==> config.mk <==
export PLATFORM = sky130hd
export DESIGN_NAME = lru_keyed_cache_with_dirty_flush_core
export DESIGN_NICKNAME = d
export VERILOG_FILES = /design/src/rtl/lkc_pkg.sv /design/src/rtl/lkc_ctrl.sv /design/src/rtl/lkc_datapath.sv /design/src/rtl/lru_keyed_cache_with_dirty_flush_core.sv
export SDC_FILE = /design/constraint.sdc
export NUM_CORES = 2
export LEC_CHECK = 0
export BUFFER_PORTS_ARGS = -buffer_cell sky130_fd_sc_hd__buf_4
export CORE_ASPECT_RATIO = 1.75
export CORE_UTILIZATION = 50
export CTS_CLUSTER_DIAMETER = 120
export CTS_CLUSTER_SIZE = 16
export DETAILED_ROUTE_END_ITERATION = 10
export HOLD_SLACK_MARGIN = 0.15
export PLACE_DENSITY_LB_ADDON = 0.2
export SYNTH_ARGS = -nofsm -noshare
export SYNTH_HDL_FRONTEND = slang
export SYNTH_SLANG_ARGS = --single-unit
export TNS_END_PERCENT = 1
==> constraint.sdc <==
create_clock -name clk -period 8.8 [get_ports clk]
set_input_delay 1.76 -clock clk [delete_from_list [all_inputs] [get_ports clk]]
set_output_delay 1.76 -clock clk [all_outputs]
set_load 0.005 [all_outputs]
==> src/rtl/lkc_pkg.sv <==
`default_nettype none
// ----------------------------------------------------------------------------
// lkc_pkg
// Shared constants, request codes and the control/status bundles between
// the controller and the datapath of the keyed lru cache directory.
// ----------------------------------------------------------------------------
package lkc_pkg;

    localparam int SLOTS_DEF        = 16;
    localparam int KEY_WIDTH_DEF    = 32;
    localparam int HANDLE_WIDTH_DEF = 16;
    localparam int LEN_WIDTH        = 22;
    localparam int MODE_WIDTH       = 2;
    localparam int STAMP_WIDTH      = 32;

    localparam logic [MODE_WIDTH-1:0] MODE_PUT   = 2'd0;
    localparam logic [MODE_WIDTH-1:0] MODE_GET   = 2'd1;
    localparam logic [MODE_WIDTH-1:0] MODE_FLUSH = 2'd2;

    typedef struct packed {
        logic load_req;
        logic lookup;
        logic scan_start;
        logic scan_step;
        logic rd_victim;
        logic flush_pick;
        logic put_commit;
        logic get_commit;
        logic flush_commit;
        logic zero_commit;
    } lkc_cmd_t;

    typedef struct packed {
        logic [MODE_WIDTH-1:0] mode;
        logic                  hit;
        logic                  scan_done;
        logic                  flush_pending;
        logic                  out_free;
    } lkc_sts_t;

endpackage
`default_nettype wire

==> src/rtl/lkc_ctrl.sv <==
`default_nettype none
// ----------------------------------------------------------------------------
// lkc_ctrl
// Sequencer for put, get and flush requests: steps the datapath through
// lookup, victim scan, slot read and result hand-off.
// ----------------------------------------------------------------------------
module lkc_ctrl
    import lkc_pkg::*;
(
    input  wire logic     clk,
    input  wire logic     rst_n,
    input  wire logic     s_tvalid,
    output logic          s_tready,
    input  wire lkc_sts_t sts,
    output lkc_cmd_t      cmd
);

    typedef enum logic [3:0] {
        ST_IDLE,
        ST_LOOKUP,
        ST_DECIDE,
        ST_SCAN,
        ST_PUT_READ,
        ST_PUT_EMIT,
        ST_GET_EMIT,
        ST_FL_FIND,
        ST_FL_EMIT,
        ST_ZERO_EMIT
    } state_t;

    state_t state_reg;
    logic   ready_reg;

    assign s_tready = ready_reg;

    always_comb
    begin
        cmd = '0;
        case (state_reg)
            ST_IDLE:      cmd.load_req = s_tvalid;
            ST_LOOKUP:    cmd.lookup = 1'b1;
            ST_DECIDE:
            begin
                case (sts.mode)
                    MODE_PUT:
                    begin
                        cmd.rd_victim  = sts.hit;
                        cmd.scan_start = !sts.hit;
                    end
                    MODE_GET:     cmd.rd_victim = sts.hit;
                    MODE_FLUSH:   cmd.flush_pick = sts.flush_pending;
                    default:      cmd.lookup = 1'b0;
                endcase
            end
            ST_SCAN:      cmd.scan_step = 1'b1;
            ST_PUT_READ:  cmd.rd_victim = 1'b1;
            ST_PUT_EMIT:  cmd.put_commit = sts.out_free;
            ST_GET_EMIT:  cmd.get_commit = sts.out_free;
            ST_FL_FIND:   cmd.flush_pick = sts.flush_pending;
            ST_FL_EMIT:   cmd.flush_commit = sts.out_free;
            ST_ZERO_EMIT: cmd.zero_commit = sts.out_free;
            default:      cmd = '0;
        endcase
    end

    always_ff @(posedge clk or negedge rst_n)
    begin
        if (!rst_n)
        begin
            state_reg <= ST_IDLE;
            ready_reg <= 1'b1;
        end
        else
        begin
            case (state_reg)
                ST_IDLE:
                begin
                    if (s_tvalid)
                    begin
                        state_reg <= ST_LOOKUP;
                        ready_reg <= 1'b0;
                    end
                end
                ST_LOOKUP:    state_reg <= ST_DECIDE;
                ST_DECIDE:
                begin
                    case (sts.mode)
                        MODE_PUT:   state_reg <= sts.hit ? ST_PUT_EMIT : ST_SCAN;
                        MODE_GET:   state_reg <= sts.hit ? ST_GET_EMIT : ST_ZERO_EMIT;
                        MODE_FLUSH: state_reg <= sts.flush_pending ? ST_FL_EMIT
                                                                   : ST_ZERO_EMIT;
                        default:    state_reg <= ST_ZERO_EMIT;
                    endcase
                end
                ST_SCAN:
                begin
                    if (sts.scan_done)
                    begin
                        state_reg <= ST_PUT_READ;
                    end
                end
                ST_PUT_READ:  state_reg <= ST_PUT_EMIT;
                ST_FL_FIND:
                begin
                    if (sts.flush_pending)
                    begin
                        state_reg <= ST_FL_EMIT;
                    end
                    else
                    begin
                        state_reg <= ST_IDLE;
                        ready_reg <= 1'b1;
                    end
                end
                ST_FL_EMIT:
                begin
                    if (sts.out_free)
                    begin
                        state_reg <= ST_FL_FIND;
                    end
                end
                ST_PUT_EMIT, ST_GET_EMIT, ST_ZERO_EMIT:
                begin
                    if (sts.out_free)
                    begin
                        state_reg <= ST_IDLE;
                        ready_reg <= 1'b1;
                    end
                end
                default:
                begin
                    state_reg <= ST_IDLE;
                    ready_reg <= 1'b1;
                end
            endcase
        end
    end

endmodule
`default_nettype wire

==> src/rtl/lkc_datapath.sv <==
`default_nettype none
// ----------------------------------------------------------------------------
// lkc_datapath
// Slot directory (keys, stamps, valid and dirty bits in flops, handle and
// length in a memory), key match, lru scan, flush mask and result register.
// ----------------------------------------------------------------------------
module lkc_datapath
    import lkc_pkg::*;
#(
    parameter int SLOTS        = SLOTS_DEF,
    parameter int KEY_WIDTH    = KEY_WIDTH_DEF,
    parameter int HANDLE_WIDTH = HANDLE_WIDTH_DEF
)
(
    input  wire logic                    clk,
    input  wire logic                    rst_n,
    input  wire lkc_cmd_t                cmd,
    output lkc_sts_t                     sts,
    input  wire logic [MODE_WIDTH-1:0]   in_mode,
    input  wire logic [KEY_WIDTH-1:0]    in_key,
    input  wire logic [HANDLE_WIDTH-1:0] in_handle,
    input  wire logic [LEN_WIDTH-1:0]    in_length,
    input  wire logic                    out_ready,
    output logic                         out_valid,
    output logic                         out_hit,
    output logic                         out_entry_valid,
    output logic [KEY_WIDTH-1:0]         out_key,
    output logic [HANDLE_WIDTH-1:0]      out_handle,
    output logic [LEN_WIDTH-1:0]         out_length,
    output logic                         out_evicted_valid,
    output logic                         out_evicted_dirty,
    output logic [HANDLE_WIDTH-1:0]      out_evicted_handle,
    output logic                         out_last
);

    localparam int IDX_W = $clog2(SLOTS);
    localparam int MEM_W = HANDLE_WIDTH + LEN_WIDTH;

    logic [MODE_WIDTH-1:0]   req_mode_reg;
    logic [KEY_WIDTH-1:0]    req_key_reg;
    logic [HANDLE_WIDTH-1:0] req_handle_reg;
    logic [LEN_WIDTH-1:0]    req_length_reg;

    logic [KEY_WIDTH-1:0]    slot_key_reg   [SLOTS];
    logic [STAMP_WIDTH-1:0]  slot_stamp_reg [SLOTS];
    logic [SLOTS-1:0]        slot_valid_reg;
    logic [SLOTS-1:0]        slot_dirty_reg;
    logic [STAMP_WIDTH-1:0]  stamp_cnt_reg;
    logic [SLOTS-1:0]        flush_mask_reg;

    logic [MEM_W-1:0]        slot_mem [SLOTS];
    logic [MEM_W-1:0]        rdata_reg;

    logic                    hit_reg;
    logic [IDX_W-1:0]        victim_reg;
    logic [IDX_W-1:0]        scan_idx_reg;
    logic [STAMP_WIDTH-1:0]  best_stamp_reg;

    logic                    out_valid_reg;
    logic                    out_hit_reg;
    logic                    out_entry_valid_reg;
    logic [KEY_WIDTH-1:0]    out_key_reg;
    logic [HANDLE_WIDTH-1:0] out_handle_reg;
    logic [LEN_WIDTH-1:0]    out_length_reg;
    logic                    out_ev_valid_reg;
    logic                    out_ev_dirty_reg;
    logic [HANDLE_WIDTH-1:0] out_ev_handle_reg;
    logic                    out_last_reg;

    logic [SLOTS-1:0]        match_vec;
    logic [IDX_W-1:0]        match_idx;
    logic [IDX_W-1:0]        pick_idx;
    logic [IDX_W-1:0]        rd_addr;
    logic [SLOTS-1:0]        victim_onehot;
    logic [SLOTS-1:0]        mask_rest;
    logic [STAMP_WIDTH-1:0]  stamp_next;
    logic [STAMP_WIDTH-1:0]  cur_stamp;
    logic [HANDLE_WIDTH-1:0] rd_handle;
    logic [LEN_WIDTH-1:0]    rd_length;
    logic                    victim_valid;
    logic                    victim_dirty;
    logic                    any_commit;

    always_comb
    begin
        match_idx = '0;
        pick_idx  = '0;
        for (int i = SLOTS - 1; i >= 0; i--)
        begin
            match_vec[i] = slot_valid_reg[i] && (slot_key_reg[i] == req_key_reg);
            if (match_vec[i])
            begin
                match_idx = IDX_W'(i);
            end
            if (flush_mask_reg[i])
            begin
                pick_idx = IDX_W'(i);
            end
        end
    end

    assign victim_onehot = {{(SLOTS-1){1'b0}}, 1'b1} << victim_reg;
    assign mask_rest     = flush_mask_reg & ~victim_onehot;
    assign stamp_next    = stamp_cnt_reg + STAMP_WIDTH'(1);
    assign cur_stamp     = slot_stamp_reg[scan_idx_reg];
    assign rd_addr       = cmd.flush_pick ? pick_idx : victim_reg;
    assign rd_handle     = rdata_reg[HANDLE_WIDTH-1:0];
    assign rd_length     = rdata_reg[MEM_W-1:HANDLE_WIDTH];
    assign victim_valid  = slot_valid_reg[victim_reg];
    assign victim_dirty  = slot_dirty_reg[victim_reg];
    assign any_commit    = cmd.put_commit || cmd.get_commit || cmd.flush_commit
                           || cmd.zero_commit;

    assign sts.mode          = req_mode_reg;
    assign sts.hit           = hit_reg;
    assign sts.scan_done     = (scan_idx_reg == IDX_W'(SLOTS - 1));
    assign sts.flush_pending = |flush_mask_reg;
    assign sts.out_free      = !out_valid_reg || out_ready;

    // handle and length store
    always_ff @(posedge clk)
    begin
        if (cmd.put_commit)
        begin
            slot_mem[victim_reg] <= {req_length_reg, req_handle_reg};
        end
        if (cmd.rd_victim || cmd.flush_pick)
        begin
            rdata_reg <= slot_mem[rd_addr];
        end
    end

    // slot state and control
    always_ff @(posedge clk or negedge rst_n)
    begin
        if (!rst_n)
        begin
            for (int i = 0; i < SLOTS; i++)
            begin
                slot_stamp_reg[i] <= '0;
            end
            slot_valid_reg <= '0;
            slot_dirty_reg <= '0;
            stamp_cnt_reg  <= '0;
            flush_mask_reg <= '0;
            out_valid_reg  <= 1'b0;
        end
        else
        begin
            if (cmd.lookup)
            begin
                flush_mask_reg <= slot_valid_reg & slot_dirty_reg;
            end
            if (cmd.put_commit)
            begin
                slot_stamp_reg[victim_reg] <= stamp_next;
                slot_valid_reg[victim_reg] <= 1'b1;
                slot_dirty_reg[victim_reg] <= 1'b1;
                stamp_cnt_reg              <= stamp_next;
            end
            if (cmd.get_commit)
            begin
                slot_stamp_reg[victim_reg] <= stamp_next;
                stamp_cnt_reg              <= stamp_next;
            end
            if (cmd.flush_commit)
            begin
                slot_dirty_reg[victim_reg] <= 1'b0;
                flush_mask_reg             <= mask_rest;
            end
            if (any_commit)
            begin
                out_valid_reg <= 1'b1;
            end
            else if (out_ready)
            begin
                out_valid_reg <= 1'b0;
            end
        end
    end

    // request, working and result payload
    always_ff @(posedge clk)
    begin
        if (cmd.load_req)
        begin
            req_mode_reg   <= in_mode;
            req_key_reg    <= in_key;
            req_handle_reg <= in_handle;
            req_length_reg <= in_length;
        end
        if (cmd.lookup)
        begin
            hit_reg    <= |match_vec;
            victim_reg <= match_idx;
        end
        if (cmd.scan_start)
        begin
            victim_reg     <= '0;
            best_stamp_reg <= slot_stamp_reg[0];
            scan_idx_reg   <= IDX_W'(1);
        end
        if (cmd.scan_step)
        begin
            if (cur_stamp < best_stamp_reg)
            begin
                victim_reg     <= scan_idx_reg;
                best_stamp_reg <= cur_stamp;
            end
            scan_idx_reg <= scan_idx_reg + IDX_W'(1);
        end
        if (cmd.flush_pick)
        begin
            victim_reg <= pick_idx;
        end
        if (cmd.put_commit)
        begin
            slot_key_reg[victim_reg] <= req_key_reg;
        end

        if (cmd.put_commit)
        begin
            out_hit_reg         <= hit_reg;
            out_entry_valid_reg <= 1'b0;
            out_key_reg         <= '0;
            out_handle_reg      <= '0;
            out_length_reg      <= '0;
            out_ev_valid_reg    <= victim_valid;
            out_ev_dirty_reg    <= victim_valid && victim_dirty;
            out_ev_handle_reg   <= victim_valid ? rd_handle : '0;
            out_last_reg        <= 1'b1;
        end
        else if (cmd.get_commit)
        begin
            out_hit_reg         <= 1'b1;
            out_entry_valid_reg <= 1'b1;
            out_key_reg         <= req_key_reg;
            out_handle_reg      <= rd_handle;
            out_length_reg      <= rd_length;
            out_ev_valid_reg    <= 1'b0;
            out_ev_dirty_reg    <= 1'b0;
            out_ev_handle_reg   <= '0;
            out_last_reg        <= 1'b1;
        end
        else if (cmd.flush_commit)
        begin
            out_hit_reg         <= 1'b0;
            out_entry_valid_reg <= 1'b1;
            out_key_reg         <= slot_key_reg[victim_reg];
            out_handle_reg      <= rd_handle;
            out_length_reg      <= rd_length;
            out_ev_valid_reg    <= 1'b0;
            out_ev_dirty_reg    <= 1'b0;
            out_ev_handle_reg   <= '0;
            out_last_reg        <= (mask_rest == '0);
        end
        else if (cmd.zero_commit)
        begin
            out_hit_reg         <= 1'b0;
            out_entry_valid_reg <= 1'b0;
            out_key_reg         <= '0;
            out_handle_reg      <= '0;
            out_length_reg      <= '0;
            out_ev_valid_reg    <= 1'b0;
            out_ev_dirty_reg    <= 1'b0;
            out_ev_handle_reg   <= '0;
            out_last_reg        <= 1'b1;
        end
    end

    assign out_valid          = out_valid_reg;
    assign out_hit            = out_hit_reg;
    assign out_entry_valid    = out_entry_valid_reg;
    assign out_key            = out_key_reg;
    assign out_handle         = out_handle_reg;
    assign out_length         = out_length_reg;
    assign out_evicted_valid  = out_ev_valid_reg;
    assign out_evicted_dirty  = out_ev_dirty_reg;
    assign out_evicted_handle = out_ev_handle_reg;
    assign out_last           = out_last_reg;

`ifndef SYNTHESIS
    a_mask_subset: assert property (@(posedge clk) disable iff (!rst_n)
        (flush_mask_reg & ~(slot_valid_reg & slot_dirty_reg)) == '0)
        else $error("flush mask holds a slot that is not valid and dirty");

    a_commit_free: assert property (@(posedge clk) disable iff (!rst_n)
        any_commit |-> (!out_valid_reg || out_ready))
        else $error("result loaded over an untaken result");

    a_put_marks: assert property (@(posedge clk) disable iff (!rst_n)
        cmd.put_commit |=> (slot_valid_reg[$past(victim_reg)]
                            && slot_dirty_reg[$past(victim_reg)]))
        else $error("put left its slot invalid or clean");

    a_stamp_step: assert property (@(posedge clk) disable iff (!rst_n)
        (cmd.put_commit || cmd.get_commit)
            |=> stamp_cnt_reg == $past(stamp_cnt_reg) + STAMP_WIDTH'(1))
        else $error("stamp counter did not advance by one");
`endif

endmodule
`default_nettype wire

==> src/rtl/lru_keyed_cache_with_dirty_flush_core.sv <==
`default_nettype none
// ----------------------------------------------------------------------------
// lru_keyed_cache_with_dirty_flush_core
// Fully associative cache directory with timestamp lru replacement and
// dirty flush.
// ----------------------------------------------------------------------------
// usage
// s_* carries one request: s_tuser = mode (put, get, flush), s_tdata holds
// key, handle and length from bit 0 up. m_* returns results; m_tlast marks
// the final result of a request. one request is handled at a time:
// s_tready is high only while the block waits for a new request.
// get and put on a key already present go from lookup straight to the result,
// with no scan. put of a new key first runs the one-slot-per-cycle stamp
// scan for the least recently used slot, then reads that slot.
// flush returns one result per dirty entry, each preceded by a read of the
// handle/length memory; with nothing dirty a single empty result flagged last
// comes back.
// s_tready returns together with the last result, or from the flush search
// once no dirty entry is left after a flush that returned entries.
// reset empties every slot and clears the stamp counter; no clearing pass.
// a stalled m_tready holds the result register and the sequencer waits.
// ----------------------------------------------------------------------------
module lru_keyed_cache_with_dirty_flush_core
    import lkc_pkg::*;
#(
    parameter int SLOTS        = SLOTS_DEF,
    parameter int KEY_WIDTH    = KEY_WIDTH_DEF,
    parameter int HANDLE_WIDTH = HANDLE_WIDTH_DEF,
    localparam int S_DATA_W    = ((KEY_WIDTH + HANDLE_WIDTH + LEN_WIDTH + 7) / 8) * 8,
    localparam int M_DATA_W    = ((KEY_WIDTH + 2 * HANDLE_WIDTH + LEN_WIDTH + 7) / 8) * 8
)
(
    input  wire logic                  clk,
    input  wire logic                  rst_n,
    input  wire logic                  s_tvalid,
    output logic                       s_tready,
    input  wire logic [S_DATA_W-1:0]   s_tdata,   // key, handle, length
    input  wire logic [MODE_WIDTH-1:0] s_tuser,   // mode
    output logic                       m_tvalid,
    input  wire logic                  m_tready,
    output logic [M_DATA_W-1:0]        m_tdata,   // out_key, out_handle, out_length,
                                                  // evicted_handle
    output logic [3:0]                 m_tuser,   // hit, entry_valid, evicted_valid,
                                                  // evicted_dirty
    output logic                       m_tlast
);

    localparam int HND_LO = KEY_WIDTH;
    localparam int LEN_LO = KEY_WIDTH + HANDLE_WIDTH;

    lkc_cmd_t                cmd;
    lkc_sts_t                sts;
    logic                    out_hit;
    logic                    out_entry_valid;
    logic [KEY_WIDTH-1:0]    out_key;
    logic [HANDLE_WIDTH-1:0] out_handle;
    logic [LEN_WIDTH-1:0]    out_length;
    logic                    out_evicted_valid;
    logic                    out_evicted_dirty;
    logic [HANDLE_WIDTH-1:0] out_evicted_handle;

    lkc_ctrl u_ctrl (
        .clk      (clk),
        .rst_n    (rst_n),
        .s_tvalid (s_tvalid),
        .s_tready (s_tready),
        .sts      (sts),
        .cmd      (cmd)
    );

    lkc_datapath #(
        .SLOTS        (SLOTS),
        .KEY_WIDTH    (KEY_WIDTH),
        .HANDLE_WIDTH (HANDLE_WIDTH)
    ) u_datapath (
        .clk                (clk),
        .rst_n              (rst_n),
        .cmd                (cmd),
        .sts                (sts),
        .in_mode            (s_tuser),
        .in_key             (s_tdata[KEY_WIDTH-1:0]),
        .in_handle          (s_tdata[HND_LO +: HANDLE_WIDTH]),
        .in_length          (s_tdata[LEN_LO +: LEN_WIDTH]),
        .out_ready          (m_tready),
        .out_valid          (m_tvalid),
        .out_hit            (out_hit),
        .out_entry_valid    (out_entry_valid),
        .out_key            (out_key),
        .out_handle         (out_handle),
        .out_length         (out_length),
        .out_evicted_valid  (out_evicted_valid),
        .out_evicted_dirty  (out_evicted_dirty),
        .out_evicted_handle (out_evicted_handle),
        .out_last           (m_tlast)
    );

    assign m_tdata = M_DATA_W'({out_evicted_handle, out_length, out_handle, out_key});
    assign m_tuser = {out_evicted_dirty, out_evicted_valid, out_entry_valid, out_hit};

endmodule
`default_nettype wire
==> flow_metrics.py <==
metrics = {
    "sta": {
        "fmaxAchievable_mhz": 171.1,
        "slew_violations": 3,
        "grt_setup_unrepaired": "false",
        "tightest_slew_ns": 1.502,
        "final_hold_viol_count": 0,
        "clock_skew_ns": 0.05493,
        "tns_ns": 0,
        "post-route-min-period_ns": 5.844,
        "setup_violations": 0,
        "slew-limit-headroom": -0.004498,
        "fin_crit_sh": 0.6641,
    },
    "yosys": {
        "synth_top_cells_by_area": "edfxtp_1 44%, dfrtp_1 17%, mux4_2 8.6%",
        "synthArstFlopShare": 0.3051,
        "synth_flop_cell": "edfxtp_1",
        "synth_cell_type_count": 83,
        "synth.top_cell.area_share": 0.4367,
        "yosysWarningCount": 0,
        "yosysMostFrequentCell": "edfxtp_1",
        "avgSynthCellArea_um2": 13.67,
        "synth_edf_count": 1254,
        "netlist_area_mm2": 0.08623,
        "synth-seq-cells": 1960,
        "synth_area_leader_cell": "edfxtp_1",
        "netlist_top_cells_count": "1254 x edfxtp_1, 649 x nor2_1, 597 x dfrtp_1",
        "ys_seq_area_frac": 0.6353,
        "synthCells": 6307,
    },
    "place": {
        "place.gp.congestion": 1.024,
        "place_hpwl_um": 183200,
        "place_inst": 8433,
        "port_buffers": 168,
    },
    "hold_path": {
        "worstHoldPathCells": 2,
        "hold_path_class": "reg2reg",
    },
    "critical_path": {
        "worstPathRequired_ns": 9.53,
        "crit_arrival_ns": 6.58,
        "cp-start-kind": "flip-flop",
        "cpMaxStageDelayCell": "edfxtp_1",
        "worst_setup_path_end_kind": "flip-flop",
        "cpLargestDelayFamily": "multiplexers",
        "cp_cell_sequence": "buf_4, mux4_2, mux4_2, ha_1, nand4_1, nor2_1, nand3_1, a311oi_1, o41ai_1, nand2_2, buf_4, mux2i_1",
        "rr_worst_depth": 12,
        "crit_cells": 12,
        "path_class": "reg2reg",
        "crit_buf_inv": 2,
        "worstPathMaxFanout": 63,
        "cpPeakStageDelay_ns": 0.97,
    },
    "detailed_routing": {
        "postRouteAntennaNets": 0,
        "drt-initial-drc-count": 5389,
        "remaining_drc_errors": 0,
        "viasPerCell": 6.182,
        "wl_per_cell_um": 31.88,
        "firstDrtPassIters": 7,
        "wl_um": 277600,
        "vias": 53820,
    },
    "cts": {
        "cts.path.max_buffers": 4,
        "cts_tree": "done",
        "cts_resized": 0,
        "ctsHoldBuffers": 0,
        "numClockSinks": 1960,
        "clock_latency_ns": 0.82,
        "clk_pin_slew_worst_paths_ns": 0.07,
        "cts_setup_buffers": 0,
        "ctsHtreeMaxLevel": 4,
        "cts_buffers": 148,
        "cts_root_buf": "clkbuf_16",
    },
    "cells_and_area": {
        "drive_gt1_frac": 0.1414,
        "syn_to_final_growth_pct": 9.179,
        "final_cell_count_no_fill": 8707,
        "final_nets": 6461,
        "fill_cells": 13950,
    },
    "floorplanning": {
        "core_area_mm2": 0.1713,
        "dieArea_mm2": 0.1742,
        "pin_count": 173,
        "start_util": 0.5035,
        "rows": 201,
        "die_h_um": 551.4,
        "die_x_um": 315.9,
    },
    "global_route": {
        "grt_max_degree": 180,
        "grtUsageMet1": 0.3491,
        "grt_pass1_vias": 53500,
        "gr-total-overflow": 0,
        "antenna_found_initial": 20,
        "grt_util_met2": 0.5558,
        "busiest_layer": "met2",
        "grt_util_met3": 0.05146,
        "grt_usage": 0.3192,
        "grt_pass1_wl_um": 390400,
    },
    "pwr": {
        "powerDensity_mw_per_mm2": 261.8,
        "peakVddDrop_uv": 207.9,
        "p_leak_nw": 35.90,
    },
    "status": {
        "violations": "capacitance limit, slew limit",
        "status": "complete, but fails checks",
    },
    "flow_run": {
        "maxCapViolations": 1,
    },
}
per-stage QoR:
stage,cell area [µm²],utilization,total power [mW],worst slack [ns],hold slack (ns)
after detailed placement,89900,0.5249,18.30,2.922,0.4656
after global routing,94130,0.5496,25.48,2.813,0.5005
after global placement,89900,0.5249,18.24,2.960,0.4562
final,94150,0.5497,24.65,2.956,0.4781
after CTS,94100,0.5494,24.68,2.866,0.4820
after floorplan,86240,-,15.49,2.710,0.4446
tightest hold or removal path, stage by stage (launching register included):
cell	delay [ns]
dfrtp_1	0.34
nand2_1	0.05
o21ai_0	0.06
area by class of cell:
class,instances,area [µm²],area share
Tap cell,2233,2794,0.02968
Inverter,53,198.9,0.002113
Multi-Input combinational cell,3873,29640,0.3149
Antenna cell,15,37.54,0.0003987
Timing Repair Buffer,314,2477,0.02631
Clock inverter,6,60.06,0.0006379
Sequential cell,1960,54800,0.5820
Clock buffer,253,4140,0.04398
layer usage:
metal  vias to the layer above  part of all wire
met2                      2110              0.51
met4                        14             0.087
met3                       679             0.055
met5                         -           0.00032
met1                     27580              0.35
li1                      23440                 -
where the power goes:
| group | total [mW] | switching (mW) | internal (mW) | leakage, nW |
|---|---|---|---|---|
| Combinational | 6.60 | 4.35 | 2.25 | 13.4 |
| Clock | 6.44 | 3.22 | 3.22 | 2.00 |
| Sequential | 11.6 | 0.716 | 10.9 | 20.5 |
path summary, 6_finish.rpt:
kind	from	to	slack, ns
setup / recovery	u_datapath.scan_idx_reg[0]	u_datapath.best_stamp_reg[0]	2.96
hold / removal	flip-flop	flip-flop	0.48
max in group asynchronous	rst_n	asynchronous set/reset pin	6.05
setup reg to reg	u_datapath.scan_idx_reg[0]	u_datapath.best_stamp_reg[0]	2.96
min in group asynchronous	rst_n	asynchronous set/reset pin	0.99
hold reg to reg	flip-flop	flip-flop	0.48
logic make-up after synthesis:
logic type | synth area share
AO/OA/AOI/OAI | 0.05766
AND/OR/NAND/NOR | 0.09279
other | 0.00004349
multiplexers | 0.1274
flip-flops | 0.6353
XOR/XNOR | 0.05696
adder cells (fa/ha/maj) | 0.004788
buffers and inverters | 0.02507
cells in the final DEF, fill, tap and decap left out, types with 6 or more instances in the layout:
cell          n
a32o_1       15
nand2b_1     40
o21ai_0     396
edfxtp_1   1254
clkbuf_16   150
and2_1       17
mux2_2       17
mux2i_1     338
nor3_1      166
xnor2_1     245
or2_2        18
a22oi_1      38
nand2_2      13
mux4_2      329
nor2_1      624
clkbuf_1    103
nor4_1      130
ha_1         33
inv_1        53
nor4b_1       9
buf_4       304
nand4b_1     10
a22o_1        6
dfrtp_1     597
diode_2      15
nand2_1     464
nor2_4       24
o32ai_1      38
dfxtp_1     104
a21o_1        9
nand3_1      54
a222oi_1     32
a21oi_1     224
nand4_1     102
or4_1        10
nor2b_1      15
o21ai_1      21
buf_12        9
and3_1       10
xor2_1      314
No activity file was read; power rests on OpenSTA's default activity.
